File: src/hw/rtl/g6sd_pkg.sv
package g6sd_pkg;

  // Width of the vertex fields on the result channel.
  localparam int VC_W = 36;

  // Number of adjacency bits carried by one graph6 character.
  localparam int GROUP_W = 6;

  // Entries in the queue between the front and the back.
  localparam int QUEUE_DEPTH = 4;

  typedef enum logic [1:0] {
    KIND_COUNT = 2'd0,
    KIND_EDGE  = 2'd1,
    KIND_DONE  = 2'd2
  } kind_t;

  typedef enum logic {
    OP_COUNT = 1'b0,
    OP_BITS  = 1'b1
  } op_t;

  // One queued command: either a finished vertex count or six adjacency bits.
  typedef struct packed {
    op_t             op;
    logic [VC_W-1:0] value;
  } cmd_t;

  typedef struct packed {
    kind_t           kind;
    logic [VC_W-1:0] vertex_count;
    logic [VC_W-1:0] row_vertex;
    logic [VC_W-1:0] column_vertex;
    logic            last;
  } result_t;

endpackage

File: src/hw/rtl/g6sd_fifo.sv
module g6sd_fifo #(
  parameter int WIDTH = 37,
  parameter int DEPTH = 4
) (
  input  logic             clk,
  input  logic             rst,
  input  logic             wr_en,
  input  logic [WIDTH-1:0] wr_data,
  output logic             full,
  input  logic             rd_en,
  output logic [WIDTH-1:0] rd_data,
  output logic             empty
);

  localparam int AW = (DEPTH > 1) ? $clog2(DEPTH) : 1;
  localparam int CW = $clog2(DEPTH + 1);

  logic [WIDTH-1:0] mem [DEPTH];
  logic [AW-1:0]    wr_ptr;
  logic [AW-1:0]    rd_ptr;
  logic [CW-1:0]    count;
  logic             do_wr;
  logic             do_rd;

  assign full    = (count == CW'(DEPTH));
  assign empty   = (count == '0);
  assign do_wr   = wr_en && !full;
  assign do_rd   = rd_en && !empty;
  assign rd_data = mem[rd_ptr];

  always_ff @(posedge clk) begin
    if (do_wr) begin
      mem[wr_ptr] <= wr_data;
    end
    if (rst) begin
      wr_ptr <= '0;
      rd_ptr <= '0;
      count  <= '0;
    end else begin
      if (do_wr) begin
        wr_ptr <= (wr_ptr == AW'(DEPTH - 1)) ? '0 : wr_ptr + 1'b1;
      end
      if (do_rd) begin
        rd_ptr <= (rd_ptr == AW'(DEPTH - 1)) ? '0 : rd_ptr + 1'b1;
      end
      if (do_wr && !do_rd) begin
        count <= count + 1'b1;
      end else if (do_rd && !do_wr) begin
        count <= count - 1'b1;
      end
    end
  end

endmodule

File: src/hw/rtl/g6sd_front.sv
module g6sd_front #(
  parameter int VERTEX_BITS = 36
) (
  input  logic            clk,
  input  logic            rst,
  input  logic            in_valid,
  output logic            in_ready,
  input  logic [7:0]      data_byte,
  input  logic            start_of_graph,
  output logic            cmd_push,
  output g6sd_pkg::cmd_t  cmd,
  input  logic            cmd_full
);
  import g6sd_pkg::*;

  localparam logic [7:0]      COUNT_MARK = 8'h7e;
  localparam logic [7:0]      CHAR_BIAS  = 8'd63;
  localparam logic [VC_W-1:0] CNT_MASK   = {VC_W{1'b1}} >> (VC_W - VERTEX_BITS);

  typedef enum logic [1:0] {
    PH_FIRST,
    PH_SECOND,
    PH_GROUPS,
    PH_EDGES
  } phase_t;

  phase_t            phase;
  phase_t            cur_phase;
  phase_t            phase_next;
  logic [2:0]        left;
  logic [2:0]        left_next;
  logic [VC_W-1:0]   acc;
  logic [VC_W-1:0]   acc_base;
  logic [VC_W-1:0]   acc_next;
  logic [7:0]        biased;
  logic [GROUP_W-1:0] group;
  logic              push;
  logic              accept;

  assign in_ready = !cmd_full;
  assign accept   = in_valid && !cmd_full;
  assign biased   = data_byte - CHAR_BIAS;
  assign group    = biased[GROUP_W-1:0];

  always_comb begin
    // A start flag drops whatever the previous string left behind.
    cur_phase  = start_of_graph ? PH_FIRST : phase;
    left_next  = start_of_graph ? 3'd0 : left;
    acc_base   = start_of_graph ? '0 : acc;
    acc_next   = acc_base;
    phase_next = cur_phase;
    push       = 1'b0;
    cmd.op     = OP_COUNT;
    cmd.value  = '0;
    unique case (cur_phase)
      PH_FIRST: begin
        if (data_byte == COUNT_MARK) begin
          phase_next = PH_SECOND;
        end else begin
          acc_next   = VC_W'(group);
          push       = 1'b1;
          phase_next = PH_EDGES;
        end
      end
      PH_SECOND: begin
        if (data_byte == COUNT_MARK) begin
          acc_next  = '0;
          left_next = 3'd6;
        end else begin
          acc_next  = VC_W'(group);
          left_next = 3'd2;
        end
        phase_next = PH_GROUPS;
      end
      PH_GROUPS: begin
        acc_next = {acc_base[VC_W-GROUP_W-1:0], group};
        if (left_next != 3'd0) begin
          left_next = left_next - 3'd1;
        end
        if (left_next == 3'd0) begin
          push       = 1'b1;
          phase_next = PH_EDGES;
        end
      end
      PH_EDGES: begin
        push = 1'b1;
      end
      default: begin
        phase_next = PH_FIRST;
      end
    endcase
    if (cur_phase == PH_EDGES) begin
      cmd.op    = OP_BITS;
      cmd.value = VC_W'(group);
    end else begin
      cmd.value = acc_next & CNT_MASK;
    end
  end

  assign cmd_push = accept && push;

  always_ff @(posedge clk) begin
    if (rst) begin
      phase <= PH_FIRST;
      left  <= 3'd0;
      acc   <= '0;
    end else if (accept) begin
      phase <= phase_next;
      left  <= left_next;
      acc   <= acc_next;
    end
  end

endmodule

File: src/hw/rtl/g6sd_back.sv
module g6sd_back #(
  parameter int VERTEX_BITS = 36
) (
  input  logic              clk,
  input  logic              rst,
  input  g6sd_pkg::cmd_t    cmd,
  input  logic              cmd_valid,
  output logic              cmd_pop,
  output g6sd_pkg::result_t out_item,
  output logic              out_valid,
  input  logic              out_ready
);
  import g6sd_pkg::*;

  localparam int VB = VERTEX_BITS;

  typedef enum logic [1:0] {
    ST_IDLE,
    ST_COUNT,
    ST_WALK,
    ST_FINISH
  } state_t;

  state_t             state;
  state_t             state_next;
  state_t             state_after;
  logic [VB-1:0]      n;
  logic [VB-1:0]      col;
  logic [VB-1:0]      row;
  logic [GROUP_W-1:0] bits;
  logic [2:0]         bit_cnt;
  logic               done;
  logic               done_eff;
  result_t            hold;
  logic               hold_valid;
  result_t            res;
  logic               new_res;
  logic               byte_end;
  logic               out_free;
  logic               stall;
  logic               move_h;
  logic [VB:0]        row_inc;
  logic [VB:0]        col_inc;
  logic               wrap;
  logic               finishing;

  assign row_inc   = {1'b0, row} + 1'b1;
  assign col_inc   = {1'b0, col} + 1'b1;
  assign wrap      = (row_inc >= {1'b0, col});
  assign finishing = wrap && (col_inc >= {1'b0, n});

  always_comb begin
    state_next        = state;
    new_res           = 1'b0;
    byte_end          = 1'b0;
    res.kind          = KIND_COUNT;
    res.vertex_count  = VC_W'(n);
    res.row_vertex    = '0;
    res.column_vertex = '0;
    res.last          = 1'b0;
    unique case (state)
      ST_IDLE: begin
        state_next = ST_IDLE;
      end
      ST_COUNT: begin
        new_res = 1'b1;
        if (n <= VB'(1)) begin
          state_next = ST_FINISH;
        end else begin
          byte_end   = 1'b1;
          state_next = ST_IDLE;
        end
      end
      ST_WALK: begin
        new_res           = bits[GROUP_W-1];
        res.kind          = KIND_EDGE;
        res.row_vertex    = VC_W'(row);
        res.column_vertex = VC_W'(col);
        if (finishing) begin
          state_next = ST_FINISH;
        end else if (bit_cnt == 3'(GROUP_W - 1)) begin
          byte_end   = 1'b1;
          state_next = ST_IDLE;
        end
      end
      ST_FINISH: begin
        new_res    = 1'b1;
        res.kind   = KIND_DONE;
        byte_end   = 1'b1;
        state_next = ST_IDLE;
      end
      default: begin
        state_next = ST_IDLE;
      end
    endcase
    res.last = byte_end;
  end

  // The hold stage keeps one result back until it is known whether it ends its byte.
  assign out_free = !out_valid || out_ready;
  assign stall    = new_res && hold_valid && !out_free;
  assign move_h   = hold_valid && (hold.last || new_res) && out_free;
  assign cmd_pop  = cmd_valid && !stall && (state_next == ST_IDLE);

  always_comb begin
    done_eff = done;
    if (state == ST_FINISH) begin
      done_eff = 1'b1;
    end else if (state == ST_COUNT) begin
      done_eff = 1'b0;
    end
  end

  // A popped request picks the next state; bits that arrive after completion are dropped.
  always_comb begin
    state_after = state_next;
    if (cmd_pop) begin
      if (cmd.op == OP_COUNT) begin
        state_after = ST_COUNT;
      end else if (!done_eff) begin
        state_after = ST_WALK;
      end else begin
        state_after = ST_IDLE;
      end
    end
  end

  always_ff @(posedge clk) begin
    if (rst) begin
      state      <= ST_IDLE;
      done       <= 1'b0;
      bit_cnt    <= 3'd0;
      hold_valid <= 1'b0;
      out_valid  <= 1'b0;
    end else begin
      if (!stall) begin
        state <= state_after;
        done  <= done_eff;
        if (state == ST_COUNT) begin
          col <= VB'(1);
          row <= '0;
        end else if (state == ST_WALK) begin
          if (wrap) begin
            row <= '0;
            col <= col_inc[VB-1:0];
          end else begin
            row <= row_inc[VB-1:0];
          end
        end
        if (cmd_pop && (cmd.op == OP_BITS) && !done_eff) begin
          bits    <= cmd.value[GROUP_W-1:0];
          bit_cnt <= 3'd0;
        end else if (state == ST_WALK) begin
          bits    <= {bits[GROUP_W-2:0], 1'b0};
          bit_cnt <= bit_cnt + 3'd1;
        end
        if (cmd_pop && (cmd.op == OP_COUNT)) begin
          n <= cmd.value[VB-1:0];
        end
      end

      if (move_h) begin
        out_item  <= hold;
        out_valid <= 1'b1;
      end else if (out_ready) begin
        out_valid <= 1'b0;
      end

      if (!stall && new_res) begin
        hold       <= res;
        hold_valid <= 1'b1;
      end else begin
        if (byte_end && hold_valid && !new_res) begin
          hold.last <= 1'b1;
        end
        if (move_h) begin
          hold_valid <= 1'b0;
        end
      end
    end
  end

endmodule

File: src/hw/rtl/graph6_stream_decoder.sv
// Channel | Dir | tdata (low bit first)                         | tuser          | tlast
// s       | in  | data_byte[7:0]                                | start_of_graph | -
// m       | out | vertex_count, row_vertex, column_vertex, pad  | kind[1:0]      | last_of_run
//
// An adjacency byte steps the edge walker through its bits, six at most and fewer when
// the last pair falls inside it, then a completion step when the graph completes. A
// count byte that finishes the count takes a count step, plus a completion step when
// there are no vertex pairs; other count bytes end in the front stage, and bytes after
// completion are dropped. A four-entry request queue sits between the stages and s_tready
// drops while it is full; a hold stage and output register ride out sink stalls.
// Reset is synchronous; there is no clearing pass, so requests are taken right away.
module graph6_stream_decoder #(
  parameter int VERTEX_BITS = 36
) (
  input  logic         clk,
  input  logic         rst,
  input  logic         s_tvalid,
  output logic         s_tready,
  input  logic [7:0]   s_tdata,   // data_byte[7:0]
  input  logic         s_tuser,   // start_of_graph
  output logic         m_tvalid,
  input  logic         m_tready,
  output logic [111:0] m_tdata,   // vertex_count[35:0], row_vertex[71:36],
                                  // column_vertex[107:72], zero pad[111:108]
  output logic [1:0]   m_tuser,   // kind[1:0]
  output logic         m_tlast    // last_of_run
);
  import g6sd_pkg::*;

  cmd_t    push_cmd;
  cmd_t    head_cmd;
  logic    push;
  logic    q_full;
  logic    q_empty;
  logic    pop;
  result_t out_item;

  // The front stage decodes the vertex count and turns each later byte into a
  // request carrying its six adjacency bits.
  g6sd_front #(
    .VERTEX_BITS(VERTEX_BITS)
  ) u_front (
    .clk           (clk),
    .rst           (rst),
    .in_valid      (s_tvalid),
    .in_ready      (s_tready),
    .data_byte     (s_tdata),
    .start_of_graph(s_tuser),
    .cmd_push      (push),
    .cmd           (push_cmd),
    .cmd_full      (q_full)
  );

  g6sd_fifo #(
    .WIDTH($bits(cmd_t)),
    .DEPTH(QUEUE_DEPTH)
  ) u_queue (
    .clk    (clk),
    .rst    (rst),
    .wr_en  (push),
    .wr_data(push_cmd),
    .full   (q_full),
    .rd_en  (pop),
    .rd_data(head_cmd),
    .empty  (q_empty)
  );

  // The back stage walks the upper triangle and emits count, edge and completion
  // results, at most one per cycle while the sink does not stall it.
  g6sd_back #(
    .VERTEX_BITS(VERTEX_BITS)
  ) u_back (
    .clk      (clk),
    .rst      (rst),
    .cmd      (head_cmd),
    .cmd_valid(!q_empty),
    .cmd_pop  (pop),
    .out_item (out_item),
    .out_valid(m_tvalid),
    .out_ready(m_tready)
  );

  assign m_tdata = {4'b0000, out_item.column_vertex, out_item.row_vertex,
                    out_item.vertex_count};
  assign m_tuser = out_item.kind;
  assign m_tlast = out_item.last;

`ifndef SYNTHESIS
  // Completion is always the final result of the byte that causes it.
  a_done_is_last: assert property (@(posedge clk) disable iff (rst)
    (m_tvalid && (m_tuser == KIND_DONE)) |-> m_tlast)
    else $error("completion result without last_of_run");

  // An edge always has its smaller endpoint first.
  a_edge_order: assert property (@(posedge clk) disable iff (rst)
    (m_tvalid && (m_tuser == KIND_EDGE)) |-> (m_tdata[35+36:36] < m_tdata[107:72]))
    else $error("edge endpoints out of order");

  // The column of an edge never reaches the vertex count.
  a_edge_in_range: assert property (@(posedge clk) disable iff (rst)
    (m_tvalid && (m_tuser == KIND_EDGE)) |-> (m_tdata[107:72] < m_tdata[35:0]))
    else $error("edge column beyond vertex count");

  // Nothing is offered in the cycle after reset.
  a_quiet_after_reset: assert property (@(posedge clk)
    $past(rst) |-> !m_tvalid)
    else $error("result offered right after reset");
`endif

endmodule
File: config.mk
export PLATFORM = sky130hd
export DESIGN_NAME = graph6_stream_decoder
export DESIGN_NICKNAME = d
export VERILOG_FILES = /design/src/hw/rtl/g6sd_pkg.sv /design/src/hw/rtl/g6sd_fifo.sv /design/src/hw/rtl/g6sd_front.sv /design/src/hw/rtl/g6sd_back.sv /design/src/hw/rtl/graph6_stream_decoder.sv
export SDC_FILE = /design/constraint.sdc
export NUM_CORES = 1
export LEC_CHECK = 0
export ABC_AREA = 1
export BUFFER_PORTS_ARGS = -buffer_cell sky130_fd_sc_hd__clkbuf_2
export CAP_MARGIN = 20
export CORE_MARGIN = 10
export CORE_UTILIZATION = 37
export CTS_CLUSTER_DIAMETER = 30
export DETAILED_ROUTE_END_ITERATION = 8
export PLACE_DENSITY = 0.63
export SYNTH_ARGS = -nofsm -noshare
export SYNTH_HDL_FRONTEND = slang
export SYNTH_SLANG_ARGS = --single-unit
File: constraint.sdc
create_clock -name clk -period 10.7 [get_ports clk]
set_input_delay 2.14 -clock clk [delete_from_list [all_inputs] [get_ports clk]]
set_output_delay 2.14 -clock clk [all_outputs]
set_load 0.005 [all_outputs]
# Word level (Yosys, flattened, before mapping)
# Memory sizes are Yosys's and may differ from the RTL's. A register that Yosys moved wholly into a read port is not among the register bits.
# Cells that the tools add are included.
[classes] eq_ne=11 n_shift=0 order_cmp=3 n_reduce_logical=53 multipliers=0 div=0 mux=55 add_sub_neg=9 bitwise=3
[op_table] cell="36-bit two-way mux" n=7
[op_table] cell="36-bit one-hot mux with 3 select lines" n=1
[op_table] cell="36-bit by 1-bit adder with 37-bit output, second input constant" n=2
[op_table] cell="37-bit by 36-bit >= comparator with 1-bit output" n=2
[op_table] cell="36-bit by 1-bit <= comparator with 1-bit output, second input constant" n=1
[op_table] cell="2-bit two-way mux" n=13
[op_table] cell="3-bit two-way mux" n=8
[op_table] cell="1-bit logical AND" n=19
[op_table] cell="6-bit two-way mux" n=3
[op_table] cell="1-bit two-way mux" n=16
[op_table] cell="2-bit nonzero test" n=7
[op_table] cell="2-bit == test, second input constant" n=6
[op_table] cell="2-bit one-hot mux with 3 select lines" n=2
[op_table] cell="1-bit logical NOT" n=9
[op_table] cell="3-bit AND reduction" n=3
[op_table] cell="8-bit by 7-bit == test with 1-bit output, second input constant" n=1
[op_table] cell="2-bit AND reduction" n=4
[op_table] cell="3-bit by 1-bit adder with 3-bit output, second input constant" n=2
[op_table] cell="3-bit == test, second input constant" n=2
[op_table] cell="2-bit logical NOT" n=3
[op_table] cell="3-bit logical NOT" n=2
[op_table] cell="1-bit one-hot mux with 3 select lines" n=2
[op_table] cell="3-bit one-hot mux with 2 select lines" n=1
[op_table] cell="3-bit by 1-bit subtractor with 3-bit output, second input constant" n=2
[op_table] cell="other kinds (10)" n=16
[word_totals] output_inout_bits=117 ram_bits=148 latchBits=0 mem_bits_ro=0 wordCells=160 n_memories=1 ff_bits=392 input_bits=13
[mem_list] name="u_queue.mem" words=4 width=37 read_ports=1 rd_clocked_by_memory_dff=1 write_ports=1 line="g6sd_fifo.sv:18" text="logic [WIDTH-1:0] mem [DEPTH];"

# Depth between registers and ports, before layout
# Gate-level depths: netlist (run 1).
[depth] depth_word=13 depth_mapped=35 mapped_depth_nobuf=35

# Modules after synthesis
# A second synthesis (run 1) with hierarchy kept.
[hier_totals] hier_cells=2418 area_unflattened_um2=25070.3
[modules_own_cells] mod="g6sd_back" cells_per_inst=1447 area_per_inst_um2=15950.3 seq_area_each_um2=10249.8 instances=1
[modules_own_cells] mod="g6sd_fifo" cells_per_inst=429 area_per_inst_um2=5989.5 seq_area_each_um2=4624.4 instances=1
[modules_own_cells] mod="g6sd_front" cells_per_inst=536 area_per_inst_um2=3093.0 seq_area_each_um2=820.8 instances=1
[modules_own_cells] mod="graph6_stream_decoder" cells_per_inst=6 area_per_inst_um2=37.5 seq_area_each_um2=0.0 instances=1

# Worst setup path before layout (run 1)
# Ideal clock, no wire load.
[synth_path] path_type="input port to flip-flop" from="input port rst" to="register u_back.hold[100] (netlist name) (enable)" setup_time_ns=0.714 setup_slack_ns=-0.037 n_path_buf=2 path_stages=3 required_time_ns=9.986 t_arrival_ns=10.023 path_cell_list="clkbuf_1 > clkbuf_1 > nor3_1"
[synth_between] elab_chain_cells=2
[synth_lines] element="start, declared" line="graph6_stream_decoder.sv:16" text="input logic rst,"
[synth_lines] element="1-bit inverter (no source line)"
[synth_lines] element="2-bit AND reduction (no source line)"
[synth_lines] element="end signal, assigned" line="g6sd_back.sv:170" text="hold <= res;"
[synth_lines] element="end, declared" line="g6sd_back.sv:34" text="result_t hold;"
# No other way between the ends.
# A chain may end at the register's enable or synchronous reset.

# Worst setup path after layout (run 1)
[layout_path] from="register u_back.col[0]" to="register u_back.n[11] (enable)"
[layout_between] elab_chain_cells=9 elab_cells_between_ends=10 cone_classes="1 x add/sub; 2 x order compare; 2 x mux; 5 x reduce/logical"
[layout_lines] element="start, declared" line="g6sd_back.sv:28" text="logic [VB-1:0] col;"
[layout_lines] element="start signal, assigned" line="g6sd_back.sv:145" text="col <= col_inc[VB-1:0];"
[layout_lines] element="36-bit by 1-bit adder with 37-bit output" line="g6sd_back.sv:48" text="assign col_inc = {1'b0, col} + 1'b1;"
[layout_lines] element="net u_back.col_inc[34]" line="g6sd_back.sv:43" text="logic [VB:0] col_inc;"
[layout_lines] element="37-bit by 36-bit >= comparator with 1-bit output" line="g6sd_back.sv:50" text="assign finishing = wrap && (col_inc >= {1'b0, n});"
[layout_lines] element="1-bit logical AND" line="g6sd_back.sv:50"
[layout_lines] element="2-bit two-way mux" line="g6sd_back.sv:79" text="if (finishing) begin"
[layout_lines] element="2-bit one-hot mux with 3 select lines" line="g6sd_back.sv:61" text="unique case (state)"
[layout_lines] element="2-bit logical NOT" line="g6sd_back.sv:103" text="assign cmd_pop = cmd_valid && !stall && (state_next == ST_IDLE);"
[layout_lines] element="1-bit logical AND" line="g6sd_back.sv:103"
[layout_lines] element="1-bit logical AND" line="g6sd_back.sv:157" text="if (cmd_pop && (cmd.op == OP_COUNT)) begin"
[layout_lines] element="3-bit AND reduction (no source line)"
[layout_lines] element="end signal, assigned" line="g6sd_back.sv:158" text="n <= cmd.value[VB-1:0];"
[layout_lines] element="end, declared" line="g6sd_back.sv:27" text="logic [VB-1:0] n;"
# The timed path passes the listed nets, and every way through them passes these cells.

==> results of run 1 <==
==> worst paths after layout <==
| kind | from | to | slack [ns] |
|---|---|---|---|
| setup / recovery | u_back.col[0] | u_back.n[11] | 5.28 |
| setup reg to reg | u_back.col[0] | u_back.n[11] | 5.28 |
| hold reg to reg | u_back.hold[109] | u_back.out_item[109] | 0.38 |
| hold / removal | u_back.hold[109] | u_back.out_item[109] | 0.38 |
==> final cells by class <==
class,instances,share of cell area
clock inverters,83,0.0359
well taps,855,0.0361
multi-input cells,1254,0.229
flip-flops and latches,542,0.529
clock buffers,115,0.0909
repair buffers,148,0.0294
inverters,392,0.0498
==> critical path, delay by kind of cell, from the launching register on <==
family	cells	cell delay, ns
simple gates	19	3.00
xor+xnor	1	0.20
fa+ha+maj	2	0.53
compound gates	3	0.43
buf+inv	4	0.32
flops	1	0.53
==> routing by layer <==
| layer | part of all wire | routed length [um] | GRT usage | vias to the layer above |
|---|---|---|---|---|
| met1 | 0.41 | 23300 | 0.178 | 7823 |
| met2 | 0.50 | 28100 | 0.253 | 531 |
| met4 | 0.036 | 2060 | 0.0689 | 0 |
| li1 | - | - | - | 7994 |
| met3 | 0.059 | 3340 | 0.0269 | 122 |
| met5 | 0 | 0 | 0 | - |
==> cell families after synthesis <==
group | after synthesis | share of synthesized area
flops | 542 | 0.648
fa+ha+maj | 96 | 0.0499
xor+xnor | 53 | 0.0192
other cells | 1 | 0.000155
simple gates | 796 | 0.139
compound gates | 305 | 0.0701
buf+inv | 467 | 0.0737
==> power groups by stage <==
stage / Combinational [mW] / Sequential [mW] / Clock (mW)
after floorplan: 1.15 / 2.97 / 0
after global placement: 1.57 / 3.02 / 0
after detailed placement: 1.63 / 3.04 / 0
after CTS: 1.64 / 3.00 / 3.46
after global routing: 1.87 / 3.03 / 3.57
final: 1.64 / 3.00 / 3.40
==> sequential cells by signal, indices dropped and copies added (netlist names), named ones only <==
signal	count
u_back.col	36
u_back.bits	6
u_front.left	3
u_front.phase	2
u_queue.mem	148
u_back.done	1
u_front.acc	36
u_back.hold	111
u_back.row	36
u_back.hold_valid	1
u_back.state	2
u_back.n	36
u_back.bit_cnt	3
u_queue.count	3
u_back.out_item	111
u_queue.wr_ptr	2
u_back.out_valid	1
u_queue.rd_ptr	2
==> synth_stat cells, types with 2 or more instances <==
| cell type | number | area share |
|---|---|---|
| nand4_1 | 30 | 0.0078 |
| nor2_2 | 5 | 0.0013 |
| clkinv_1 | 2 | 0.00031 |
| nand3_2 | 5 | 0.0021 |
| a21oi_2 | 2 | 0.00072 |
| nor2_4 | 3 | 0.0014 |
| nand2_2 | 9 | 0.0023 |
| and3_1 | 2 | 0.00052 |
| o21ai_0 | 144 | 0.030 |
| o22ai_1 | 71 | 0.018 |
| xor2_1 | 51 | 0.018 |
| buf_4 | 5 | 0.0016 |
| inv_1 | 385 | 0.060 |
| a21o_1 | 2 | 0.00062 |
| nor2_1 | 290 | 0.045 |
| dfxtp_1 | 58 | 0.048 |
| o211ai_1 | 2 | 0.00062 |
| nor4_1 | 14 | 0.0036 |
| buf_1 | 7 | 0.0011 |
| o21a_1 | 4 | 0.0012 |
| nand3_1 | 47 | 0.0097 |
| a31oi_1 | 13 | 0.0034 |
| edfxtp_1 | 484 | 0.60 |
| nor3_1 | 38 | 0.0079 |
| clkbuf_1 | 61 | 0.0095 |
| o21bai_1 | 2 | 0.00062 |
| ha_1 | 95 | 0.049 |
| a21oi_1 | 56 | 0.012 |
| a211oi_1 | 3 | 0.00093 |
| inv_2 | 4 | 0.00062 |
| xnor2_1 | 2 | 0.00072 |
| or2_2 | 2 | 0.00052 |
| nor3_4 | 3 | 0.0020 |
| nand2_1 | 343 | 0.053 |
==> through the flow <==
step	setup slack (ns)	power (mW)	hold WS [ns]	area, um2
finish	5.28	8.03	0.384	29700
global route	4.64	8.47	0.396	29700
CTS	5.23	8.10	0.391	29600
detailed placement	5.27	4.67	0.405	25900
global placement	4.96	4.59	0.404	25800
floorplan	2.92	4.11	0.400	24200
==> flow_summary.toml, run 1 <==
[sta]
final_max_slew_viol_count = 0
setup_repair_after_global_routing_missed_its_margin = "false"
finalHoldViolCount = 0
finClkSkew_ns = 0.0460
maxSlewHeadroom = 0.336
layout_min_cycle_time_ns = 5.42
timing.setup.tns_ns = 0
clock.fmax_ghz = 0.185
timing_worst_slew_pin_value_ns = 0.994
number_of_failing_setup_endpoints_in_the_final_timing_report = 0
layout_worst_path_cycle_share = 0.506

[synth]
sequential_to_total_area_share_from_yosys_stat = 0.648
postSynthRegisterBits = 542
asyncSetResetFlopFracSynth = 0
synth_top_flop_cell = "edfxtp_1"
syn_warnings = 0
synthesis.area_per_instance_um2 = 10.7
synth_area_um2 = 24200
yosysUniqueCellTypes = 50
synth_edf_count = 484
synthCells = 2260

[worst_setup_path]
kind_of_launch_point_of_the_worst_setup_path = "flop"
timing.setup.critical_path_class = "flop to flop"
crit_arrival_ns = 5.67
worstRegToRegCells = 29
slowest_stage = "nor2_4"
crit_path_max_incr_delay_ns = 0.74
crit_path_end_kind = "flop"
path_common_cell = "nand2_1"
cp.required_ns = 10.95
timing.critical_path.fanout_max = 36

[finish]
nNetsFinal = 2552
syn2layout_area_growth_pct = 22.5
post_route_cells_drive_above_1_share = 0.150
final_core_utilization = 0.459
post_layout_nonfiller_instances = 3389
area_of_combinational_cells_with_multiple_inputs_um2 = 6790
final-seq-area_um2 = 15700
most-common-layout-cells = "edfxtp_1 (484), inv_1 (385), nand2_1 (343), nor2_1 (283), o21ai_0 (144)"
antenna_cells_inserted = 0
nFillCells = 5921
most_common_cell_after_layout_fill_and_taps_aside = "edfxtp_1"

[detailed_routing]
routed_wl_um = 56800
vias_per_cell = 4.86
initialDrtViolationCount = 1456
remaining_drc_errors = 0
route.antenna.remaining_nets = 0
routed-via-count = 16500
drt-wirelength-per-cell_um = 16.8
first_pass_iters = 7

[floorplanning]
rows = 93
dieWidth_um = 276
die_area_um2 = 76100
dieHeight_um = 276
num_io_pins = 130
design.core.area_um2 = 64600
initial_utilization = 0.375

[cts]
max_buffers_root_to_sink = 3
clock_insertion_delay_worst_skew_ns = 0.66
clkSinkCount = 542
holdBufCountCts = 0
cts_made_buffers = 105
clk_transition_reported_paths_ns = 0.05
post_cts_resized = 0
ctsHtreeMaxLevel = 3
tritoncts = "built"
clk_root_buffer_cell = "clkbuf_16"
post_cts.repair.setup_buffers = 0

[global_routing]
grt_pass1_wl_um = 88200
overflow = 0
track_usage = 0.147
grt_pass1_vias = 16400
grt_antenna_before_repair = 1
grt_max_degree = 77

[power]
power.leakage_nw = 12.5
power_frac_seq = 0.373
worst_ir_drop_vdd_mv = 0.141
switching_share = 0.314
net-switching-power_mw = 2.52
power.density_nw_per_um2 = 271
clock_power_share = 0.423
combPwrFrac = 0.204
internal_power_of_the_cells_mw = 5.51

[placement]
place.port_buffers = 125
gp_congestion = 0.927
place.detailed.instances = 3190
detailedPlacementHpwl_um = 39900

[hold_path]
worstHoldPathType = "flop to flop"
worst_hold_path.num_cells = 0

[outcome]
status = "complete, no violations"

[run]
drv_cap = 0
Note: power is estimated with default switching activity, not from simulation.
==> run 2, diff against run 1 <==
==> constraint.sdc (replaced) <==
create_clock -name clk -period 4.4 [get_ports clk]
set_input_delay 0.88 -clock clk [delete_from_list [all_inputs] [get_ports clk]]
set_output_delay 0.88 -clock clk [all_outputs]
set_load 0.005 [all_outputs]
==> run 2 against run 1 <==
Net effect:
- the flow now finishes with violations (setup timing)
- sequential cell count stayed put
- clock skew is 0.0084 ns higher
- final cell count is 4.5% higher
- utilization is 2.5 points higher
- via count is 4.4% higher
- sequential share of layout area is 2.8 points lower
==> flow_summary.toml, run 2 (same netlist as run 1, synthesis figures left out) <==
[placement]
detailedPlacementHpwl_um = 41200
gp_congestion = 0.912
place.port_buffers = 125
placedInstanceArea_um2 = 26700

[finish]
largest_register = "u_queue.mem"
finalInstanceArea_um2 = 31300
flip_flop_count_of_the_largest_register_all_copies_and_words_added = 148
nNetsFinal = 2707
regs_by_ff_count = "u_queue.mem (148), u_back.hold (111), u_back.out_item (111)"
most_common_cell_after_layout_fill_and_taps_aside = "edfxtp_1"
most-common-layout-cells = "edfxtp_1 (484), inv_1 (382), nand2_1 (332), nor2_1 (269), buf_4 (143)"
post_route_cells_drive_above_1_share = 0.219
antenna_cells_inserted = 0
syn2layout_area_growth_pct = 29.3

[global_routing]
groute.layer.met3.usage = 0.0303
grt_pass1_wl_um = 92200
track_usage = 0.154
overflow = 0
grt_use_met2 = 0.265
grt_max_degree = 111
globalRouteMet1Util = 0.184
grt_antenna_before_repair = 1
grt_pass1_vias = 17300
grt-busiest-layer = "met2"

[sta]
finClkSkew_ns = 0.0543
number_of_failing_setup_endpoints_in_the_final_timing_report = 36
layout_min_cycle_time_ns = 4.46
setup_repair_after_global_routing_missed_its_margin = "true"
timing_worst_slew_pin_value_ns = 0.821
maxSlewHeadroom = 0.453
clock.fmax_ghz = 0.224
final_max_slew_viol_count = 0
final.setup.worst_slack_ns = -0.0568
layout_worst_path_cycle_share = 1.01
finalHoldViolCount = 0
hold_slack_ns = 0.409

[floorplanning]
rows = 93
die_area_um2 = 76100
dieWidth_um = 276
design.core.area_um2 = 64600
dieHeight_um = 276
num_io_pins = 130
initial_utilization = 0.375

[worst_setup_path]
worst_r2r_setup_slack_ns = -0.06
timing.setup.critical_path_class = "flop to flop"
crit_arrival_ns = 4.83
kind_of_launch_point_of_the_worst_setup_path = "flop"
timing.critical_path.fanout_max = 5
crit_path_max_incr_delay_ns = 0.39
crit_path_end_kind = "flop"
cp.required_ns = 4.77
slowest_stage = "edfxtp_1"

[run]
drv_cap = 0

[detailed_routing]
drt-wirelength-per-cell_um = 17.2
routed_wl_um = 60800
remaining_drc_errors = 0
first_pass_iters = 5
initialDrtViolationCount = 1214
route.antenna.remaining_nets = 0
vias_per_cell = 4.85
routed-via-count = 17200

[outcome]
status = "finished with violations"
violations_in_the_final_reports = "setup timing"

[cts]
clk_root_buffer_cell = "clkbuf_16"
tritoncts = "built"
clk_transition_reported_paths_ns = 0.05
holdBufCountCts = 0
clkSinkCount = 542
max_buffers_root_to_sink = 3
ctsHtreeMaxLevel = 3
cts_made_buffers = 105
clock_insertion_delay_worst_skew_ns = 0.66

[power]
internal_power_of_the_cells_mw = 13.6
power.density_nw_per_um2 = 643
power_frac_seq = 0.360
power.leakage_nw = 13.4
worst_ir_drop_vdd_mv = 0.306
switching_share = 0.322
clock_power_share = 0.390
finalPower_mw = 20.1
net-switching-power_mw = 6.48
combPwrFrac = 0.250

[hold_path]
worstHoldPathType = "flop to flop"
==> run 2: changes by cell type in the layout (fill, tap and decap cells not counted), sizes merged <==
| cell | delta |
|---|---|
| bufinv | -7 |
| clkinv | +16 |
| clkinvlp | -3 |
| inv | -5 |
| clkbuf | +7 |
| buf | +146 |
==> run 2: what timing repair did <==
action                     4_1_cts  5_1_grt
cloned                           0       15
gates resized for setup         21       69
setup buffers                   23       24
setup endpoints to repair       44       92
pin swaps                       13       40
==> run 2: power groups by stage <==
stage | Clock (mW) | Sequential, mW | Combinational, mW
floorplan | 0 | 7.19 | 2.81
global placement | 0 | 7.31 | 4.22
detailed placement | 0 | 7.34 | 4.34
CTS | 7.98 | 7.24 | 4.46
global route | 8.26 | 7.31 | 5.62
finish | 7.84 | 7.25 | 5.03
==> run 2: layout make-up <==
type                            instances  area, um2
Clock buffer                          113       2680
Clock inverter                         84        922
Fill cell                            5686      33300
Inverter                              392       1480
Multi-Input combinational cell       1254       7130
Sequential cell                       542      15700
Tap cell                              855       1070
Timing Repair Buffer                  303       2340
==> run 2: path summary, 6_finish.rpt <==
kind | cells past startpoint | from | end
min | 0 | u_back.hold[107] | u_back.out_item[107]
min reg2reg | 0 | u_back.hold[107] | u_back.out_item[107]
max | 32 | u_back.col[0] | u_back.n[20]
max reg2reg | 32 | u_back.col[0] | u_back.n[20]
==> run 2: critical path: cells and delay by family, from the launching register on <==
family / cells / cell delay [ns]
flip-flops: 1 / 0.39
adder cells (fa/ha/maj): 2 / 0.37
XOR/XNOR: 1 / 0.20
buffers and inverters: 7 / 0.74
AO/OA/AOI/OAI: 3 / 0.40
AND/OR/NAND/NOR: 19 / 2.04
==> run 2: layer usage <==
layer  vias to the layer above  part of all wire
li1                       8309                 -
met1                      8219              0.40
met2                       533              0.50
met3                       130             0.061
met4                         2             0.034
met5                         -           0.00021
==> run 2: per-stage QoR <==
| stage | cells | setup WS, ns | utilization | TNS (ns) |
|---|---|---|---|---|
| 2_1_floorplan | 2263 | -0.124 | - | -18.34 |
| 3_3_place_gp | 3283 | -0.00828 | 0.412 | -0.00828 |
| 3_5_place_dp | 3284 | -0.117 | 0.413 | -0.160 |
| 4_1_cts | 3504 | -0.0542 | 0.472 | -0.0771 |
| 5_1_grt | 3543 | -0.451 | 0.485 | -18.55 |
| 6_report | 3543 | -0.0568 | 0.485 | -1.18 |
